`src/rtl/core/xml_css_char_escaper_defines.svh`:
```
// Assertion macros shared by the escaper RTL.
`ifndef XML_CSS_CHAR_ESCAPER_DEFINES_SVH
`define XML_CSS_CHAR_ESCAPER_DEFINES_SVH

// Same-cycle implication, sampled on clk, off while rst is high.
`define XCE_ASSERT_IMPLY(lbl, ante, cons, msg) \
  lbl: assert property (@(posedge clk) disable iff (rst) (ante) |-> (cons)) else $error(msg);

// Next-cycle implication, sampled on clk, off while rst is high.
`define XCE_ASSERT_NEXT(lbl, ante, cons, msg) \
  lbl: assert property (@(posedge clk) disable iff (rst) (ante) |=> (cons)) else $error(msg);

`endif

```
`src/rtl/core/xce_pkg.sv`:
```
// Types, constants and character tables for the XML/CSS character escaper.
package xce_pkg;

  localparam int CHAR_W  = 21;
  localparam int PADDR_W = 3;
  localparam int PDATA_W = 32;
  localparam int THR_W   = 24;

  typedef logic [CHAR_W-1:0] char_t;
  typedef logic [1:0]        mode_t;
  typedef logic [2:0]        digit_idx_t;
  typedef logic [THR_W-1:0]  thr_t;

  localparam mode_t MODE_TEXT = 2'd0;
  localparam mode_t MODE_ATTR = 2'd1;
  localparam mode_t MODE_CSS  = 2'd2;

  localparam logic REG_ESCAPE_MODE = 1'b0;

  localparam digit_idx_t DEC_LAST_IDX = 3'd6;
  localparam digit_idx_t HEX_TOP_IDX  = 3'd5;

  localparam char_t CH_QUOT   = 21'h22;
  localparam char_t CH_HASH   = 21'h23;
  localparam char_t CH_AMP    = 21'h26;
  localparam char_t CH_ZERO   = 21'h30;
  localparam char_t CH_SEMI   = 21'h3B;
  localparam char_t CH_LT     = 21'h3C;
  localparam char_t CH_GT     = 21'h3E;
  localparam char_t CH_UPPER_A = 21'h41;
  localparam char_t CH_BSLASH = 21'h5C;
  localparam char_t CH_LOW_A  = 21'h61;
  localparam char_t CH_LOW_G  = 21'h67;
  localparam char_t CH_LOW_L  = 21'h6C;
  localparam char_t CH_LOW_M  = 21'h6D;
  localparam char_t CH_LOW_O  = 21'h6F;
  localparam char_t CH_LOW_P  = 21'h70;
  localparam char_t CH_LOW_Q  = 21'h71;
  localparam char_t CH_LOW_T  = 21'h74;
  localparam char_t CH_LOW_U  = 21'h75;

  typedef enum logic [1:0] {JOB_PASS, JOB_ENT, JOB_DEC, JOB_HEX} job_kind_t;
  typedef enum logic [1:0] {ENT_LT, ENT_GT, ENT_AMP, ENT_QUOT} ent_t;

  typedef struct packed {
    job_kind_t  kind;
    ent_t       ent;
    digit_idx_t start;
    char_t      cp;
  } job_t;

  // Decimal place weight, most significant place first.
  function automatic thr_t dec_weight(digit_idx_t idx);
    thr_t w;
    case (idx)
      3'd0:    w = 24'd1000000;
      3'd1:    w = 24'd100000;
      3'd2:    w = 24'd10000;
      3'd3:    w = 24'd1000;
      3'd4:    w = 24'd100;
      3'd5:    w = 24'd10;
      default: w = 24'd1;
    endcase
    return w;
  endfunction

  function automatic char_t hex_char(logic [3:0] nib);
    char_t c;
    if (nib < 4'd10) c = CH_ZERO + char_t'(nib);
    else             c = CH_UPPER_A + char_t'(nib - 4'd10);
    return c;
  endfunction

  // Position of the closing semicolon of each entity.
  function automatic digit_idx_t ent_last(ent_t ent);
    digit_idx_t p;
    case (ent)
      ENT_AMP:  p = 3'd4;
      ENT_QUOT: p = 3'd5;
      default:  p = 3'd3;
    endcase
    return p;
  endfunction

  function automatic char_t ent_char(ent_t ent, digit_idx_t pos);
    char_t c;
    c = CH_SEMI;
    if (pos == 3'd0) begin
      c = CH_AMP;
    end else begin
      case (ent)
        ENT_LT: begin
          if (pos == 3'd1) c = CH_LOW_L;
          else if (pos == 3'd2) c = CH_LOW_T;
        end
        ENT_GT: begin
          if (pos == 3'd1) c = CH_LOW_G;
          else if (pos == 3'd2) c = CH_LOW_T;
        end
        ENT_AMP: begin
          if (pos == 3'd1) c = CH_LOW_A;
          else if (pos == 3'd2) c = CH_LOW_M;
          else if (pos == 3'd3) c = CH_LOW_P;
        end
        default: begin
          if (pos == 3'd1) c = CH_LOW_Q;
          else if (pos == 3'd2) c = CH_LOW_U;
          else if (pos == 3'd3) c = CH_LOW_O;
          else if (pos == 3'd4) c = CH_LOW_T;
        end
      endcase
    end
    return c;
  endfunction

endpackage

```
`src/rtl/core/xce_if.sv`:
```
// Valid/ready channel interfaces for escaper input items and result characters.
interface xce_in_if import xce_pkg::*; ();
  logic  valid;
  logic  ready;
  char_t code_point;
  logic  encodable;

  modport source (output valid, code_point, encodable, input ready);
  modport sink   (input valid, code_point, encodable, output ready);
endinterface

interface xce_out_if import xce_pkg::*; ();
  logic  valid;
  logic  ready;
  char_t out_char;
  logic  last;

  modport source (output valid, out_char, last, input ready);
  modport sink   (input valid, out_char, last, output ready);
endinterface

```
`src/rtl/core/xml_css_char_escaper.sv`:
```
// Throughput: one result per cycle while out_ch is ready; an item holds the output
// sequencer until its last result is sent, so pass-through characters flow at one
// item per cycle when the output does not stall. Escape forms are 2 to 10
// characters long (entities 4-6, decimal 4 to 10, hex 2 to 7).
// Reset: synchronous; clears the escape mode to text and drops all pending items.
`include "xml_css_char_escaper_defines.svh"

module xml_css_char_escaper import xce_pkg::*; (
  input  logic               clk,
  input  logic               rst,
  input  logic               psel,
  input  logic               penable,
  input  logic               pwrite,
  input  logic [PADDR_W-1:0] paddr,
  input  logic [PDATA_W-1:0] pwdata,
  output logic [PDATA_W-1:0] prdata,
  output logic               pready,
  xce_in_if.sink             in_ch,
  xce_out_if.source          out_ch
);

  mode_t escape_mode;
  job_t  job;
  logic  job_valid;
  logic  job_ready;

  xce_regs u_regs (
    .clk         (clk),
    .rst         (rst),
    .psel        (psel),
    .penable     (penable),
    .pwrite      (pwrite),
    .paddr       (paddr),
    .pwdata      (pwdata),
    .prdata      (prdata),
    .pready      (pready),
    .escape_mode (escape_mode)
  );

  xce_front u_front (
    .clk         (clk),
    .rst         (rst),
    .in_ch       (in_ch),
    .escape_mode (escape_mode),
    .job         (job),
    .job_valid   (job_valid),
    .job_ready   (job_ready)
  );

  xce_serial u_serial (
    .clk       (clk),
    .rst       (rst),
    .job       (job),
    .job_valid (job_valid),
    .job_ready (job_ready),
    .out_ch    (out_ch)
  );

  `XCE_ASSERT_IMPLY(a_load_needs_free_out, job_valid && job_ready, !out_ch.valid || out_ch.ready, "job loaded while output register blocked")
  `XCE_ASSERT_NEXT(a_burst_no_bubble, out_ch.valid && out_ch.ready && !out_ch.last, out_ch.valid, "gap inside an escape sequence")
  `XCE_ASSERT_IMPLY(a_no_load_mid_seq, out_ch.valid && !out_ch.last, !job_ready, "new job taken before sequence ended")

endmodule

```
`src/rtl/core/xce_regs.sv`:
```
// APB register file holding the escape mode.
module xce_regs import xce_pkg::*; (
  input  logic               clk,
  input  logic               rst,
  input  logic               psel,
  input  logic               penable,
  input  logic               pwrite,
  input  logic [PADDR_W-1:0] paddr,
  input  logic [PDATA_W-1:0] pwdata,
  output logic [PDATA_W-1:0] prdata,
  output logic               pready,
  output mode_t              escape_mode
);

  logic reg_idx;
  logic wr_en;

  assign reg_idx = paddr[PADDR_W-1];
  assign pready  = 1'b1;
  assign wr_en   = psel && penable && pwrite && pready;

  always_ff @(posedge clk) begin
    if (rst) begin
      escape_mode <= MODE_TEXT;
    end else if (wr_en && (reg_idx == REG_ESCAPE_MODE)) begin
      escape_mode <= pwdata[1:0];
    end
  end

  always_comb begin
    prdata = '0;
    if (reg_idx == REG_ESCAPE_MODE) prdata = {{(PDATA_W-2){1'b0}}, escape_mode};
  end

endmodule

```
`src/rtl/core/xce_front.sv`:
```
// Input register and per-character classification into an escape job.
module xce_front import xce_pkg::*; (
  input  logic           clk,
  input  logic           rst,
  xce_in_if.sink         in_ch,
  input  mode_t          escape_mode,
  output job_t           job,
  output logic           job_valid,
  input  logic           job_ready
);

  logic  item_valid;
  char_t item_cp;
  logic  item_enc;
  logic  css;
  logic  attr;
  digit_idx_t dec_start;
  digit_idx_t hex_start;

  assign in_ch.ready = !item_valid || job_ready;
  assign job_valid   = item_valid;

  always_ff @(posedge clk) begin
    if (rst) begin
      item_valid <= 1'b0;
    end else if (in_ch.ready) begin
      item_valid <= in_ch.valid;
    end
  end

  always_ff @(posedge clk) begin
    if (in_ch.valid && in_ch.ready) begin
      item_cp  <= in_ch.code_point;
      item_enc <= in_ch.encodable;
    end
  end

  // Leading place of the decimal and hex forms, so no leading zero digit is walked.
  always_comb begin
    dec_start = DEC_LAST_IDX;
    for (int k = 5; k >= 0; k--) begin
      if ({3'b000, item_cp} >= dec_weight(digit_idx_t'(k))) dec_start = digit_idx_t'(k);
    end
    hex_start = 3'd0;
    for (int k = 1; k <= 5; k++) begin
      if ({3'b000, item_cp} >= (thr_t'(1) << (4 * k))) hex_start = digit_idx_t'(k);
    end
  end

  assign css  = (escape_mode == MODE_CSS);
  assign attr = (escape_mode == MODE_ATTR);

  always_comb begin
    job.cp    = item_cp;
    job.ent   = ENT_LT;
    job.start = dec_start;
    job.kind  = JOB_PASS;
    if (css) begin
      job.start = hex_start;
      if (!item_enc) job.kind = JOB_HEX;
    end else if (item_cp == CH_LT) begin
      job.kind = JOB_ENT;
    end else if (item_cp == CH_GT) begin
      job.kind = JOB_ENT;
      job.ent  = ENT_GT;
    end else if (item_cp == CH_AMP) begin
      job.kind = JOB_ENT;
      job.ent  = ENT_AMP;
    end else if (attr && (item_cp == CH_QUOT)) begin
      job.kind = JOB_ENT;
      job.ent  = ENT_QUOT;
    end else if (!item_enc) begin
      job.kind = JOB_DEC;
    end
  end

endmodule

```
`src/rtl/core/xce_serial.sv`:
```
// Output sequencer: emits one character of the escaped form per transfer.
module xce_serial import xce_pkg::*; (
  input  logic   clk,
  input  logic   rst,
  input  job_t   job,
  input  logic   job_valid,
  output logic   job_ready,
  xce_out_if.source out_ch
);

  typedef enum logic [2:0] {S_IDLE, S_ENT, S_HASH, S_DEC, S_SEMI, S_HEX} state_t;

  state_t     state, state_next;
  ent_t       ent, ent_next;
  digit_idx_t idx, idx_next;
  char_t      rem, rem_next;
  logic       out_valid, out_valid_next;
  char_t      out_char, out_char_next;
  logic       out_last, out_last_next;

  logic       out_free;
  thr_t       thr [10];
  logic [3:0] digit;
  char_t      rem_dig;
  logic [23:0] hex_src;
  logic [3:0] nib;

  assign out_ch.valid    = out_valid;
  assign out_ch.out_char = out_char;
  assign out_ch.last     = out_last;

  assign out_free  = !out_valid || out_ch.ready;
  assign job_ready = (state == S_IDLE) && out_free;

  // One decimal digit: compare against all nine multiples of the place weight.
  always_comb begin
    digit = 4'd0;
    for (int k = 0; k < 10; k++) begin
      thr[k] = thr_t'(k) * dec_weight(idx);
    end
    for (int k = 1; k < 10; k++) begin
      if ({3'b000, rem} >= thr[k]) digit = digit + 4'd1;
    end
    rem_dig = char_t'({3'b000, rem} - thr[digit]);
  end

  assign hex_src = {3'b000, rem};
  assign nib     = hex_src[{idx, 2'b00} +: 4];

  always_comb begin
    state_next     = state;
    ent_next       = ent;
    idx_next       = idx;
    rem_next       = rem;
    out_valid_next = out_valid && !out_ch.ready;
    out_char_next  = out_char;
    out_last_next  = out_last;
    if (out_free) begin
      unique case (state)
        S_IDLE: begin
          if (job_valid) begin
            out_valid_next = 1'b1;
            out_last_next  = 1'b0;
            rem_next       = job.cp;
            idx_next       = job.start;
            ent_next       = job.ent;
            unique case (job.kind)
              JOB_PASS: begin
                out_char_next = job.cp;
                out_last_next = 1'b1;
              end
              JOB_ENT: begin
                out_char_next = CH_AMP;
                idx_next      = 3'd1;
                state_next    = S_ENT;
              end
              JOB_DEC: begin
                out_char_next = CH_AMP;
                state_next    = S_HASH;
              end
              JOB_HEX: begin
                out_char_next = CH_BSLASH;
                state_next    = S_HEX;
              end
              default: begin
                out_char_next = job.cp;
                out_last_next = 1'b1;
              end
            endcase
          end
        end
        S_ENT: begin
          out_valid_next = 1'b1;
          out_char_next  = ent_char(ent, idx);
          out_last_next  = (idx == ent_last(ent));
          idx_next       = idx + 3'd1;
          if (idx == ent_last(ent)) state_next = S_IDLE;
        end
        S_HASH: begin
          out_valid_next = 1'b1;
          out_char_next  = CH_HASH;
          out_last_next  = 1'b0;
          state_next     = S_DEC;
        end
        S_DEC: begin
          out_valid_next = 1'b1;
          out_char_next  = CH_ZERO + char_t'(digit);
          out_last_next  = 1'b0;
          rem_next       = rem_dig;
          idx_next       = idx + 3'd1;
          if (idx == DEC_LAST_IDX) state_next = S_SEMI;
        end
        S_SEMI: begin
          out_valid_next = 1'b1;
          out_char_next  = CH_SEMI;
          out_last_next  = 1'b1;
          state_next     = S_IDLE;
        end
        S_HEX: begin
          out_valid_next = 1'b1;
          out_char_next  = hex_char(nib);
          out_last_next  = (idx == 3'd0);
          idx_next       = idx - 3'd1;
          if (idx == 3'd0) state_next = S_IDLE;
        end
        default: begin
          state_next = S_IDLE;
        end
      endcase
    end
  end

  always_ff @(posedge clk) begin
    if (rst) begin
      state     <= S_IDLE;
      out_valid <= 1'b0;
    end else begin
      state     <= state_next;
      out_valid <= out_valid_next;
    end
    ent      <= ent_next;
    idx      <= idx_next;
    rem      <= rem_next;
    out_char <= out_char_next;
    out_last <= out_last_next;
  end

endmodule

```
`src/flat_wrapper.sv`:
```
// flat-port wrapper written by rule: the top's interface ports become plain ports
module xml_css_char_escaper_flat import xce_pkg::*;
  (clk, rst, psel, penable, pwrite, paddr, pwdata, prdata, pready, in_ch_valid, in_ch_code_point, in_ch_encodable, in_ch_ready, out_ch_valid, out_ch_out_char, out_ch_last, out_ch_ready);
  xce_in_if in_ch_i ();
  xce_out_if out_ch_i ();
  input  logic clk;
  input  logic rst;
  input  logic psel;
  input  logic penable;
  input  logic pwrite;
  input  logic [PADDR_W-1:0] paddr;
  input  logic [PDATA_W-1:0] pwdata;
  output logic [PDATA_W-1:0] prdata;
  output logic pready;
  input wire logic [$bits(in_ch_i.valid)-1:0] in_ch_valid;
  input wire logic [$bits(in_ch_i.code_point)-1:0] in_ch_code_point;
  input wire logic [$bits(in_ch_i.encodable)-1:0] in_ch_encodable;
  output wire logic [$bits(in_ch_i.ready)-1:0] in_ch_ready;
  output wire logic [$bits(out_ch_i.valid)-1:0] out_ch_valid;
  output wire logic [$bits(out_ch_i.out_char)-1:0] out_ch_out_char;
  output wire logic [$bits(out_ch_i.last)-1:0] out_ch_last;
  input wire logic [$bits(out_ch_i.ready)-1:0] out_ch_ready;
  assign in_ch_i.valid = in_ch_valid;
  assign in_ch_i.code_point = in_ch_code_point;
  assign in_ch_i.encodable = in_ch_encodable;
  assign in_ch_ready = in_ch_i.ready;
  assign out_ch_valid = out_ch_i.valid;
  assign out_ch_out_char = out_ch_i.out_char;
  assign out_ch_last = out_ch_i.last;
  assign out_ch_i.ready = out_ch_ready;
  xml_css_char_escaper u_core (.clk(clk), .rst(rst), .psel(psel), .penable(penable), .pwrite(pwrite), .paddr(paddr), .pwdata(pwdata), .prdata(prdata), .pready(pready), .in_ch(in_ch_i), .out_ch(out_ch_i));
endmodule
```
`config.mk`:
```
export PLATFORM = sky130hd
export DESIGN_NAME = xml_css_char_escaper_flat
export DESIGN_NICKNAME = d
export VERILOG_FILES = /design/src/rtl/core/xce_pkg.sv /design/src/rtl/core/xce_if.sv /design/src/rtl/core/xml_css_char_escaper.sv /design/src/rtl/core/xce_regs.sv /design/src/rtl/core/xce_front.sv /design/src/rtl/core/xce_serial.sv /design/src/flat_wrapper.sv
export VERILOG_INCLUDE_DIRS = /design/src /design/src/rtl/core
export SDC_FILE = /design/constraint.sdc
export NUM_CORES = 1
export LEC_CHECK = 0
export BUFFER_PORTS_ARGS = -buffer_cell sky130_fd_sc_hd__buf_4
export CAP_MARGIN = 20
export CELL_PAD_IN_SITES_DETAIL_PLACEMENT = 1
export CELL_PAD_IN_SITES_GLOBAL_PLACEMENT = 1
export CORE_UTILIZATION = 43
export CTS_BUF_LIST = sky130_fd_sc_hd__clkbuf_8
export DETAILED_ROUTE_END_ITERATION = 16
export PLACE_DENSITY_LB_ADDON = 0.12
export SLEW_MARGIN = 20
export SYNTH_ARGS = -nofsm -noshare
export SYNTH_HDL_FRONTEND = slang
export SYNTH_SLANG_ARGS = --single-unit
```
`constraint.sdc`:
```
create_clock -name clk -period 11.46 [get_ports clk]
set_clock_uncertainty 0.2 [all_clocks]
set_input_delay 2.292 -clock clk [delete_from_list [all_inputs] [get_ports clk]]
set_output_delay 2.292 -clock clk [all_outputs]
set_load 0.005 [all_outputs]
```
* Yosys cells after proc, flatten, opt, wreduce, memory -nomap -nowiden
Cells that the tools add are included.
** Word-level totals
- Register bits :: 77
- Bits in latches :: 0
- Memory bits (writable) :: 0
- Bits in read-only memories :: 0
- Bits of input ports :: 64
- Output and inout port bits :: 57
- Word-level logic and storage cells :: 188
- Memories :: 0
** Cells by class
- Add/sub/neg operators :: 15
- Multipliers :: 5
- Div/mod/pow operators :: 0
- $lt $le $gt $ge :: 22
- Equal/unequal tests :: 29
- Shift-type cells :: 1
- Muxes and demuxes :: 70
- Bitwise logic cells :: 2
- Reduce and logical (&&, ||, !) cells :: 32
** Operators with widths (count)
- $ge A21 B24 Y1 :: 9
- $mux W21 :: 7
- $pmux W21 S3 :: 2
- $pmux W21 S6 :: 1
- $pmux W20 S6 :: 1
- $bmux W24 S4 :: 1
- $eq A21 B6 Y1 const B :: 4
- $mux W7 :: 9
- $mux W3 :: 18
- $mul A3 B24 Y24 const A :: 2
- $ge A21 B17 Y1 const B :: 2
- $pmux W21 S2 :: 1
- $mux W4 :: 10
- $add A4 B1 Y4 const B :: 8
- $mul A2 B24 Y23 const A :: 1
- $mul A2 B24 Y24 const A :: 1
- $mul A4 B24 Y24 const A :: 1
- $shiftx A24 B6 Y4 :: 1
- $ge A21 B10 Y1 const B :: 1
- $ge A21 B13 Y1 const B :: 1
- $ge A21 B14 Y1 const B :: 1
- $ge A21 B20 Y1 const B :: 1
- $ge A21 B21 Y1 const B :: 1
- $ge A21 B4 Y1 const B :: 1
- 43 further kinds :: 91

* Depth between registers and ports, before layout
Gate-level depths: netlist of run 1.
- Word-level depth :: 26
- Gate-level depth with buffers :: 63
- Gate-level depth less buffers :: 61

* Hierarchy
From an unflattened synthesis of run 1, not the netlist that was laid out.
** Unflattened totals
- Cell total of the unflattened synthesis :: 1677
- Area total of the unflattened synthesis :: 13848.3 sq um
** Modules (own cells, without submodules)
- xce_serial :: times used 1, cells each 1543, area an instance 12366.9 sq um
- xce_front :: times used 1, cells each 90, area an instance 1128.6 sq um
- xce_regs :: times used 1, cells each 44, area an instance 352.8 sq um

* Least setup slack after synthesis of run 1
No wires, ideal clock.
- Kind :: flip-flop to flip-flop
- Start :: register u_core.u_serial.idx[1]
- End :: register u_core.u_serial.rem[20] (data pin)
- Library setup time :: 270 ps
- Arrival time :: 11960 ps
- Data required time :: 10990 ps
- Setup slack :: -970 ps
- Cell stages (with the launch flop) :: 59
- Path buffers :: 2
- Period minus slack after synthesis :: 12430 ps
- Cell sequence :: edfxtp_1 inv_1 ha_1 buf_2 nand2_1 inv_1 a21oi_1 or2_2 clkbuf_1 inv_1 ha_1 ha_1 a221oi_1 o21bai_1 a21oi_1 o21bai_1 a21oi_1 nor2b_1 [... 23 more ...] nor3_1 a311oi_1 ha_1 nor2b_1 o21ai_0 a21boi_0 o21ai_0 a21boi_0 o21ai_0 a21oi_1 o21ai_0 a21boi_0 o211ai_1 a21oi_1 o31ai_1 mux2_2 o21ai_0 o311ai_1
** Between the ends
- Cells in the longest elaborated chain, start to end :: 26
- Elaborated cells between the ends (all ways) :: 44
- Classes of those cells :: 9 x add/sub; 5 x mul; 9 x order compare; 5 x eq/ne; 14 x mux; 1 x bitwise; 1 x reduce/logical
** Ends and longest elaborated chain
- from (decl) :: RTL line xce_serial.sv:15 : digit_idx_t idx, idx_next;
- from (signal assigned) :: RTL line xce_serial.sv:142 : idx <= idx_next;
- $eq A3 B3 Y1, or another cell as far along
- $pmux W20 S6 (*) :: RTL line xce_pkg.sv:55 : case (idx)
- parallel branches: the longest is 19 deep, another holds $mul A2 B24 Y24
- $bmux W24 S4 (*) :: RTL line xce_serial.sv:44 : rem_dig = char_t'({3'b000, rem} - thr[digit]);
- $mux W21 (not written as such) (*) (2 in a row) :: RTL line xce_serial.sv:44
- $sub A21 B21 Y21 (*) :: RTL line xce_serial.sv:44
- $pmux W21 S2 (*) :: RTL line xce_serial.sv:59 : unique case (state)
- to (signal assigned) :: RTL line xce_serial.sv:143 : rem <= rem_next;
- to (decl) :: RTL line xce_serial.sv:16 : char_t rem, rem_next;
Mark *: on every way between the ends. The select of a mux whose other input is x is not followed.
A chain may end at the register's enable or synchronous reset.

* Worst setup path in the final report of run 1
Ends and elaborated chain as after synthesis.

==> results by group, run 1 <==
Floorplanning
  • Rows: 65
  • Core ar.: around 0.032 mm^2
  • Die footprint: 0.0328 mm^2
  • # IOs: between 100 and 150
  • Die Ht: 181 um
  • Starting Density: 43.8%
  • Die width: 181 um

Worst setup path
  • Worst Path Required: 11.44 ns
  • Crit path launch type: register
  • CP Class: reg -> reg
  • Arr. time, crit path: 11.57 ns
  • Crit end category: register
  • CP max FO: 5
  • Crit-path slowest cell: edfxtp_1
  • CP peak stage delay: 0.50 ns

Clock tree
  • CTS Sinks: 77
  • H-tree levels: 3
  • Register clock-pin slew on the reported worst setup and hold paths: 0.09 ns
  • CTS buffer count: 9
  • CTS Hold Bufs: 0
  • CTS root buf: clkbuf_8
  • CTS max path bufs: 2
  • Clock Latency Late Sink: about 0.36 ns
  • CTS tree: done

Synthesis
  • Post-synth EDFFs: 70
  • Syn avg cell area: slightly above 8 um^2
  • Sequential-to-total area share from yosys stat: 16.2%
  • Area of the mapped netlist: 0.0138 mm^2
  • Yosys warns: 0
  • Number of synthesized register bits: between 70 and 80
  • Synth cell types: between 100 and 150
  • Ys flop type: edfxtp_1
  • Gate count after technology mapping: ~1700
  • Post-synth ARST share: 0%

STA
  • Min Clock Period, post-route: 11.59 ns
  • Fmax: roughly 0.086 GHz
  • Final worst setup slack: -0.126 ns
  • Slew Limit Headroom: a little over a fifth
  • Final-report max-slew violation count: 0
  • Hold Fails Final Rpt: 0
  • Final setup viols: 2
  • Tcrit/Tclk final: 101%
  • RSZ-0062 raised after global routing: true
  • Slew @ Worst Pin: 1.17 ns

Drt
  • Routed WL per cell: about 24 um
  • Total Wirelength: 57.5 mm
  • Starting DRT DRC Count: around 1000
  • Vias per cell: 6.16
  • Via Count: around 15000
  • DRC viols: 0
  • DRT Pass-1 Iters: 5
  • Antenna viol nets, final: 0

Layout
  • Multi-input gate area: 0.0115 mm^2
  • Area grow syn2layout: 28.6%
  • Final core occ: between 50% and 60%
  • Share of cells above drive strength 1: 29.7%
  • Number of fill cells: 3793
  • FF+latch area: 0.00224 mm^2
  • Final nets: 2314
  • Antenna diode count: 0

Worst hold path
  • Min-delay worst type: reg -> reg

Global route
  • First-pass GRT wire length: 86.0 mm
  • Initial antenna violation count: 1
  • Total grt overflow: 0
  • Largest net degree at the start of global routing: 42
  • Number of global-route vias before repair: between 15000 and 20000
  • GRT Overall Usage: 33.6%

Placement
  • Post-DP HPWL: 44.3 mm
  • Gpl congestion: just under 1
  • Buffers on Ports: 57

Status
  • Status: finished, violations left
  • Failing checks: negative setup slack

Flow run
  • Max cap viols: 0
## layer usage
layer	up-vias	global-route usage (%)	share of wire [%]
met3	145	2.96	4.9
met5	-	0	0.023
met4	2	15.8	5.1
li1	6782	-	-
met2	508	57.7	48
met1	7298	42.5	42
## worst paths after layout
kind | slack, ns | cells past startpoint | end | from
max | -0.13 | 61 | u_core.u_serial.rem[20] | u_core.u_serial.idx[1]
min | 0.40 | 2 | u_core.u_regs.escape_mode[0] | u_core.u_regs.escape_mode[0]
max reg2reg | -0.13 | 61 | u_core.u_serial.rem[20] | u_core.u_serial.idx[1]
min reg2reg | 0.40 | 2 | u_core.u_regs.escape_mode[0] | u_core.u_regs.escape_mode[0]
## final cells by class
type / instances / area share, %
clock buffer: 9 / 0.698
clock inverter: 6 / 0.366
inverter: 94 / 2.07
multi-input combinational: 1425 / 64.9
sequential: 77 / 12.6
tap: 402 / 2.83
timing repair buffer: 380 / 16.5
## state kept, by name, summed over array words and instances, names as in the netlist
signal / cells
u_core.u_front.item_cp: 21
u_core.u_front.item_enc: 1
u_core.u_front.job_valid: 1
u_core.u_regs.escape_mode: 2
u_core.u_serial.ent: 2
u_core.u_serial.idx: 3
u_core.u_serial.out_ch.last: 1
u_core.u_serial.out_ch.out_char: 21
u_core.u_serial.out_ch.valid: 1
u_core.u_serial.rem: 21
u_core.u_serial.state: 3
## synth_stat cells (6+ instances only)
cell | count | area [um^2]
o21bai_1 | 16 | 120
a22oi_1 | 6 | 45.0
ha_1 | 253 | 3170
or2_2 | 13 | 81.3
nor4_1 | 7 | 43.8
o31ai_1 | 20 | 150
a211oi_1 | 25 | 188
nand3_1 | 42 | 210
xnor2_1 | 53 | 464
o21a_1 | 15 | 113
o22ai_1 | 7 | 43.8
buf_4 | 35 | 263
nand2_1 | 140 | 526
a21o_1 | 46 | 345
a31oi_1 | 19 | 119
o2111ai_1 | 6 | 52.6
clkbuf_1 | 41 | 154
mux2_2 | 7 | 78.8
buf_6 | 8 | 90.1
o21ai_0 | 98 | 490
o211ai_1 | 8 | 60.1
a221oi_1 | 7 | 61.3
fa_1 | 10 | 200
and3_1 | 32 | 200
or3_1 | 6 | 37.5
nor3_1 | 40 | 200
nor2b_1 | 36 | 225
xor2_1 | 18 | 158
buf_2 | 9 | 45.0
a2111oi_0 | 8 | 70.1
inv_1 | 91 | 342
nand2b_1 | 27 | 169
mux2i_1 | 39 | 390
nor2_1 | 106 | 398
dfxtp_1 | 7 | 140
o41ai_1 | 6 | 52.6
a21oi_1 | 123 | 616
edfxtp_1 | 70 | 2100
o21ai_1 | 8 | 40.0
nand4_1 | 15 | 93.8
o221ai_1 | 7 | 61.3
## critical path: cells and delay by family, from the launching register on
kind / cells / cell delay [ns]
xor+xnor: 4 / 0.59
compound gates: 32 / 5.78
simple gates: 9 / 1.00
buf+inv: 7 / 0.99
mux: 2 / 0.64
flops: 1 / 0.50
fa+ha+maj: 7 / 1.71
## cells in the final DEF, fill, tap and decap left out, types with 11 or more instances in the layout
cell / n
o31ai_1: 18
a21oi_2: 16
inv_1: 78
a21oi_1: 105
ha_1: 236
mux2i_1: 38
nor2b_1: 33
nand2_1: 135
edfxtp_1: 70
nand2b_1: 26
o21bai_1: 11
ha_4: 12
a211oi_1: 18
o21ai_1: 16
o21ai_0: 75
buf_4: 368
and3_1: 32
nor3_1: 31
nor2_1: 101
nand3_1: 42
a31oi_1: 18
conb_1: 35
a21o_1: 46
xor2_1: 15
nand4_1: 15
o21a_1: 15
xnor2_1: 47
o21ai_2: 15
## stage by stage
| stage | area, um^2 | hold WS [ns] | TNS (ns) | instances | setup WS (ns) |
|---|---|---|---|---|---|
| floorplan | 14000 | 0.308 | 0 | 1694 | 0.0219 |
| global placement | 16500 | 0.369 | -2.24 | 2323 | -0.535 |
| detailed placement | 16500 | 0.383 | -5.51 | 2325 | -0.884 |
| CTS | 17200 | 0.397 | 0 | 2376 | 0.000540 |
| global route | 17800 | 0.447 | -2.45 | 2393 | -0.481 |
| finish | 17800 | 0.397 | -0.190 | 2393 | -0.126 |
## cells by family after synthesis
logic type               after synthesis  share of synthesized area (%)
flip-flops                            77                           16.2
AO/OA/AOI/OAI                        503                           24.8
buffers and inverters                192                           6.80
other                                  2                         0.0544
AND/OR/NAND/NOR                      493                           17.6
adder cells (fa/ha/maj)              264                           24.5
XOR/XNOR                              79                           5.87
multiplexers                          51                           4.21
## timing repair
item,CTS,global route
pin swaps,43,76
resized for setup,72,96
setup endpoints to repair,12,11
cloned,0,0
setup buffers,36,20
Power of run 1 is left out: the tool's default activity adds up to more than one toggle a clock period on the data nets, which glitch-free logic cannot reach.
==> inputs of run 2 (changes only) <==
--- a/config.mk
+++ b/config.mk
@@ -8,12 +8,13 @@
 export LEC_CHECK = 0
 export BUFFER_PORTS_ARGS = -buffer_cell sky130_fd_sc_hd__buf_4
 export CAP_MARGIN = 20
-export CELL_PAD_IN_SITES_DETAIL_PLACEMENT = 1
+export CELL_PAD_IN_SITES_DETAIL_PLACEMENT = 0
 export CELL_PAD_IN_SITES_GLOBAL_PLACEMENT = 1
 export CORE_UTILIZATION = 43
 export CTS_BUF_LIST = sky130_fd_sc_hd__clkbuf_8
 export DETAILED_ROUTE_END_ITERATION = 16
 export PLACE_DENSITY_LB_ADDON = 0.12
+export SETUP_SLACK_MARGIN = 0.3
 export SLEW_MARGIN = 20
 export SYNTH_ARGS = -nofsm -noshare
 export SYNTH_HDL_FRONTEND = slang
==> run 2 against run 1 <==
The run now ends clean. Critical endpoint unchanged. Count of clock-buffer cells in the layout stayed put. Global-route usage is 3.9 points lower. Worst setup slack gained 0.39 ns. Largest cell class unchanged. Non-clock buffer count is 52 lower.
==> results by group, run 2 (synthesized netlist as in run 1, its figures left out) <==
Status
  • Status: finished clean (was finished, violations left)

Layout
  • Cell Count, Final, Fillers Out: 2342 (was 2393)
  • Most frequent cells in the layout: buf_4 (311), ha_1 (239), nand2_1 (133), a21oi_1 (106), nor2_1 (102) (was buf_4 (368), ha_1 (236), nand2_1 (135), a21oi_1 (105), nor2_1 (101))
  • Most common cell after layout, fill and taps aside: buf_4 (unchanged)
  • Multi-input gate area: 0.0115 mm^2 (about the same)
  • Antenna diode count: 0 (unchanged)
  • Final core occ: 55.0% (was 56.3%)
  • Largest registers: u_core.u_front.item_cp x21, u_core.u_serial.out_ch.out_char x21, u_core.u_serial.rem x21 (unchanged)
  • Final Cell Area: 0.0173 mm^2 (was 0.0178 mm^2)
  • Final nets: 2262 (was 2314)
  • Number of fill cells: 2960 (was 3793)
  • Share of cells above drive strength 1: 26.7% (was 29.7%)
  • FF+latch area: 0.00224 mm^2 (unchanged)
  • Area grow syn2layout: 25.7% (was 28.6%)

Worst setup path
  • CP max FO: 4 (was 5)
  • CP peak stage delay: 0.58 ns (was 0.50 ns)
  • Worst Path Required: 11.46 ns (was 11.44 ns)
  • Crit end category: register (unchanged)
  • Arr. time, crit path: 11.19 ns (was 11.57 ns)
  • Crit-path slowest cell: mux4_2 (was edfxtp_1)
  • CP Class: reg -> reg (unchanged)
  • Crit path launch type: register (unchanged)

Drt
  • Vias per cell: 5.92 (was 6.16)
  • Antenna viol nets, final: 0 (unchanged)
  • Starting DRT DRC Count: 1019 (was 1033)
  • Total Wirelength: 49.1 mm (was 57.5 mm)
  • DRT Pass-1 Iters: 5 (unchanged)
  • DRC viols: 0 (unchanged)
  • Via Count: 13900 (was 14700)
  • Routed WL per cell: 21.0 um (was 24.0 um)

Global route
  • GRT Overall Usage: 29.7% (was 33.6%)
  • Largest net degree at the start of global routing: 42 (unchanged)
  • Number of global-route vias before repair: 13500 (was 15300)
  • First-pass GRT wire length: 75.6 mm (was 86.0 mm)
  • Total grt overflow: 0 (unchanged)
  • Initial antenna violation count: 0 (was 1)

STA
  • Slew Limit Headroom: 42.4% (was 21.5%)
  • Min Clock Period, post-route: 11.19 ns (was 11.59 ns)
  • Final-report max-slew violation count: 0 (unchanged)
  • RSZ-0062 raised after global routing: true (unchanged)
  • Final setup viols: 0 (was 2)
  • Hold Fails Final Rpt: 0 (unchanged)
  • Final worst setup slack: 0.265 ns (was -0.126 ns)
  • Tcrit/Tclk final: 97.7% (was 101%)
  • Fmax: 0.0893 GHz (was 0.0863 GHz)
  • Slew @ Worst Pin: 0.863 ns (was 1.17 ns)

Floorplanning
  • # IOs: 121 (unchanged)
  • Die Ht: 181 um (unchanged)
  • Die width: 181 um (unchanged)
  • Rows: 65 (unchanged)
  • Core ar.: 0.0316 mm^2 (unchanged)
  • Die footprint: 0.0328 mm^2 (unchanged)
  • Starting Density: 43.8% (unchanged)

Placement
  • Placed instance count: 2275 (was 2325)
  • Buffers on Ports: 57 (unchanged)
  • Pre-CTS WS: -0.448 ns (was -0.884 ns)
  • Post-DP HPWL: 39.5 mm (was 44.3 mm)
  • Gpl congestion: 0.939 (was 0.967)
  • Placed Instance Area: 0.0162 mm^2 (was 0.0165 mm^2)

Clock tree
  • CTS buffer count: 9 (unchanged)
  • Register clock-pin slew on the reported worst setup and hold paths: 0.09 ns (about the same)
  • CTS root buf: clkbuf_8 (unchanged)
  • H-tree levels: 3 (unchanged)
  • Clock Latency Late Sink: 0.38 ns (was 0.36 ns)
  • CTS max path bufs: 2 (unchanged)
  • CTS Hold Bufs: 0 (unchanged)
  • CTS Sinks: 77 (unchanged)
  • CTS tree: done (unchanged)

Worst hold path
  • Min-delay worst type: reg -> reg (unchanged)

Flow run
  • Max cap viols: 0 (unchanged)
==> run 2: cell types whose count changed in the layout (fill, tap and decap cells not counted), sizes merged <==
cell / previous run / this run
bufinv: 1 / 3
buf: 380 / 328
clkinv: 5 / 4
==> run 2: cell type report <==
type / count / area share [%]
inverters: 94 / 2.11
clock inverters: 7 / 0.714
repair buffers: 328 / 14.6
multi-input cells: 1425 / 66.0
clock buffers: 9 / 0.714
flip-flops and latches: 77 / 12.9
well taps: 402 / 2.90
==> run 2: per-layer routing <==
metal / track usage, % / up-vias / share of wire, %
met1: 40.0 / 6615 / 45
met3: 2.04 / 91 / 5.4
li1: - / 6699 / -
met4: 11.6 / 0 / 3.7
met2: 49.4 / 460 / 46
met5: 0 / - / 0
==> run 2: through the flow <==
stage | setup TNS, ns | hold slack [ns]
2_1_floorplan | 0 | 0.308
3_3_place_gp | -0.863 | 0.366
3_5_place_dp | -1.47 | 0.371
4_1_cts | 0 | 0.387
5_1_grt | -0.795 | 0.427
6_report | 0 | 0.379
==> run 2: path summary, 6_finish.rpt <==
kind / start / endpoint / slack (ns) / cells after the start
hold / removal: u_core.u_serial.out_ch.valid / u_core.u_serial.out_ch.valid / 0.38 / 2
setup reg to reg: u_core.u_serial.idx[0] / u_core.u_serial.rem[20] / 0.27 / 60
setup / recovery: u_core.u_serial.idx[0] / u_core.u_serial.rem[20] / 0.27 / 60
hold reg to reg: u_core.u_serial.out_ch.valid / u_core.u_serial.out_ch.valid / 0.38 / 2
==> run 2: repair_timing <==
item	in CTS	in global routing
setup endpoints to repair	10	11
resized for setup	80	50
endpoints found under the hold margin	0	0
setup buffers	32	19
pin swaps	51	60
==> run 2: critical path, delay by kind of cell, from the launching register on <==
kind / cells / cell delay [ns]
AOI/OAI and AO/OA: 29 / 4.41
adders and majority gates: 7 / 1.89
muxes: 3 / 1.20
and+or+nand+nor: 10 / 1.09
buffers and inverters: 8 / 1.07
xor gates and xnor gates: 3 / 0.63
DFF: 1 / 0.49
Power of run 2 is left out for the same reason.
==> inputs of run 3 (changes only) <==
--- a/config.mk
+++ b/config.mk
@@ -18,4 +18,5 @@
 export SLEW_MARGIN = 20
 export SYNTH_ARGS = -nofsm -noshare
 export SYNTH_HDL_FRONTEND = slang
+export SYNTH_HIERARCHICAL = 1
 export SYNTH_SLANG_ARGS = --single-unit
==> run 3 against run 2 <==
The flow now finishes with violations (negative setup slack). Non-clock buffer count up 93. Routed wire length is 1.8% higher. Sequential share of layout area is 0.82 points lower. Highest routed layer unchanged. Area after synthesis rose by 0.31%. Synthesized cell count increased by 0.96%. Largest cell class unchanged. Via count grew 1.9%. Maximum frequency is 4.9% lower. Flip-flop and latch count unchanged. First-iteration DRC count fell by 12%. Global-route usage rose by 0.58 points. Worst hold slack worse by 0.069 ns.
==> results by group, run 3 <==
Global route
  • Largest net degree at the start of global routing: 47 (was 42)
  • Met3 Use GR: 2.71% (was 2.04%)
  • Initial antenna violation count: 0 (unchanged)
  • Met1 Usage GRT: 39.9% (was 40.0%)
  • GRT Overall Usage: 30.3% (was 29.7%)
  • Met2 global-route usage: 51.3% (was 49.4%)
  • Number of global-route vias before repair: 14100 (was 13500)
  • First-pass GRT wire length: 77.5 mm (was 75.6 mm)
  • Total grt overflow: 0 (unchanged)
  • Busiest grt layer: met2 (unchanged)

Worst setup path
  • Most common cell on crit path: ha_4
  • Crit-path slowest cell: edfxtp_1 (was mux4_2)
  • CP Class: reg -> reg (unchanged)
  • Arr. time, crit path: 11.70 ns (was 11.19 ns)
  • CP peak stage delay: 0.53 ns (was 0.58 ns)
  • CP max FO: 7 (was 4)
  • FF-to-FF path depth: 69 (was 60)
  • Crit end category: register (unchanged)
  • Crit path launch type: register (unchanged)
  • Worst Path Required: 11.39 ns (was 11.46 ns)

Floorplanning
  • Starting Density: 43.8% (about the same)
  • Die Ht: 181 um (about the same)
  • Core ar.: 0.0316 mm^2 (about the same)
  • Die width: 181 um (about the same)
  • Die footprint: 0.0329 mm^2 (was 0.0328 mm^2)
  • # IOs: 121 (unchanged)
  • Rows: 65 (unchanged)

Synthesis
  • Yosys warns: 6 (was 0)
  • Synth top area share: 23.7% (was 22.9%)
  • Top post-synthesis cells by count: ha_1 (262), a21oi_1 (142), nand2_1 (133) (was ha_1 (253), nand2_1 (140), a21oi_1 (123))
  • Post-synth EDFFs: 70 (unchanged)
  • Yosys top cell by area: ha_1 (unchanged)
  • Synth cell types: 103 (was 106)
  • Syn avg cell area: 8.26 um^2 (was 8.31 um^2)
  • Ys flop type: edfxtp_1 (unchanged)
  • Number of synthesized register bits: 77 (unchanged)
  • Sequential-to-total area share from yosys stat: 16.2% (about the same)
  • Post-synth ARST share: 0% (unchanged)
  • Area contributors post-synth: ha_1 (24%), edfxtp_1 (15%), a21oi_1 (5.1%), o21ai_0 (4.1%), xnor2_1 (4.1%) (was ha_1 (23%), edfxtp_1 (15%), a21oi_1 (4.5%), nand2_1 (3.8%), o21ai_0 (3.6%))
  • Area of the mapped netlist: 0.0138 mm^2 (about the same)
  • Most frequent cell after synthesis: ha_1 (unchanged)
  • Gate count after technology mapping: 1677 (was 1661)

STA
  • Final-report max-slew violation count: 0 (unchanged)
  • Hold Fails Final Rpt: 0 (unchanged)
  • Final worst setup slack: -0.311 ns (was 0.265 ns)
  • Slew Limit Headroom: 29.1% (was 42.4%)
  • Final setup viols: 1 (was 0)
  • Hold Slack: 0.310 ns (was 0.379 ns)
  • Fmax: 0.0850 GHz (was 0.0893 GHz)
  • Min Clock Period, post-route: 11.77 ns (was 11.19 ns)
  • Tcrit/Tclk final: 103% (was 97.7%)
  • Slew @ Worst Pin: 1.05 ns (was 0.863 ns)
  • RSZ-0062 raised after global routing: true (unchanged)

Layout
  • Final nets: 2393 (was 2262)
  • Area grow syn2layout: 33.7% (was 25.7%)
  • Share of cells above drive strength 1: 30.8% (was 26.7%)
  • Antenna diode count: 0 (unchanged)
  • Most common cell after layout, fill and taps aside: buf_4 (unchanged)
  • Largest registers: u_core/u_front/item_cp x21, u_core/u_serial/out_ch.out_char x21, u_core/u_serial/rem x21 (was u_core.u_front.item_cp x21, u_core.u_serial.out_ch.out_char x21, u_core.u_serial.rem x21)
  • Most frequent cells in the layout: buf_4 (402), ha_1 (239), nand2_1 (124), a21oi_1 (113), nor2_1 (107) (was buf_4 (311), ha_1 (239), nand2_1 (133), a21oi_1 (106), nor2_1 (102))

Drt
  • Routed WL per cell: 20.4 um (was 21.0 um)
  • Antenna viol nets, final: 0 (unchanged)
  • DRC viols: 0 (unchanged)
  • Via Count: 14100 (was 13900)
  • Vias per cell: 5.75 (was 5.92)
  • Starting DRT DRC Count: 896 (was 1019)
  • Total Wirelength: 50.0 mm (was 49.1 mm)
  • DRT Pass-1 Iters: 5 (unchanged)

Clock tree
  • Clock Latency Late Sink: 0.37 ns (was 0.38 ns)
  • CTS buffer count: 9 (unchanged)
  • CTS Hold Bufs: 0 (unchanged)
  • CTS root buf: clkbuf_8 (unchanged)
  • CTS tree: done (unchanged)
  • H-tree levels: 3 (unchanged)
  • CTS Sinks: 77 (unchanged)
  • Register clock-pin slew on the reported worst setup and hold paths: 0.08 ns (was 0.09 ns)
  • CTS max path bufs: 2 (unchanged)

Flow run
  • Max cap viols: 0 (unchanged)

Worst hold path
  • Worst hold path depth: 2 (unchanged)
  • Min-delay worst type: reg -> reg (unchanged)

Status
  • Status: finished, violations left (was finished clean)
  • Failing checks: negative setup slack

Placement
  • Gpl congestion: 0.946 (was 0.939)
  • Post-DP HPWL: 39.7 mm (was 39.5 mm)
  • Buffers on Ports: 57 (unchanged)
run 3: changes by cell type after synthesis, sizes merged, moves of 12 or more:
cell   before  now
o21ai     108  121
nor2      108  121
mux2i      39   24
a21oi     124  143
xnor2      55   69
nor2b      36   24
run 3: per-layer routing:
metal / part of all wire (%) / vias to the layer above / routed length [um]
met2: 47 / 404 / 23500
met3: 4.8 / 87 / 2390
met4: 3.9 / 0 / 1960
met1: 44 / 6709 / 22200
met5: 0 / - / 0
li1: - / 6924 / -
run 3: cell families (layout without fill, tap and decap cells):
| group | count (synthesis) | count (layout) | share of synthesized area [%] |
|---|---|---|---|
| xor+xnor | 96 | 96 | 7.13 |
| other cells | 3 | 32 | 0.0813 |
| buf+inv | 193 | 543 | 6.34 |
| flops | 77 | 77 | 16.2 |
| compound gates | 503 | 503 | 23.7 |
| simple gates | 493 | 493 | 17.8 |
| fa+ha+maj | 278 | 278 | 25.9 |
| mux | 34 | 34 | 2.87 |
run 3: final timing paths:
| check | start | end | slack (ns) |
|---|---|---|---|
| max | u_core/u_serial/idx[1] | u_core/u_serial/rem[20] | -0.31 |
| min | u_core/u_regs/escape_mode[1] | u_core/u_regs/escape_mode[1] | 0.31 |
| max reg2reg | u_core/u_serial/idx[1] | u_core/u_serial/rem[20] | -0.31 |
| min reg2reg | u_core/u_regs/escape_mode[1] | u_core/u_regs/escape_mode[1] | 0.31 |
run 3: layout make-up:
type                       count  area, um^2
clock inverter                 6        23.8
fill                        2836       13100
tap                          402         503
sequential                    77        2240
multi-input combinational   1436       11900
inverter                     107         432
timing repair buffer         421        3310
clock buffer                   9         124
run 3: worst max-delay path, delay by kind of cell, from the launching register on:
family / cells / cell delay [ns]
compound gates: 26 / 4.06
simple gates: 20 / 2.61
fa+ha+maj: 10 / 2.21
buf+inv: 8 / 0.90
flops: 1 / 0.53
xor+xnor: 2 / 0.52
mux: 3 / 0.49
run 3: through the flow:
stage          utilization [%]  instance area (um^2)  setup WS [ns]  setup TNS (ns)  instances
3_3_place_gp              54.3                 17200         -0.858           -3.81       2390
6_report                  58.5                 18500         -0.311          -0.311       2458
3_5_place_dp              54.3                 17200          -1.02           -4.32       2390
2_1_floorplan                -                 14400         -0.168          -0.168       1706
5_1_grt                   58.5                 18500         -0.807           -2.23       2458
4_1_cts                   56.8                 18000         -0.444           -1.26       2437
run 3: repair_timing:
item,4_1_cts,5_1_grt
pin swaps,61,65
resized for setup,69,101
endpoints found under the setup margin,12,14
setup buffers,32,20
cloned,0,1
Power of run 3 is left out for the same reason.
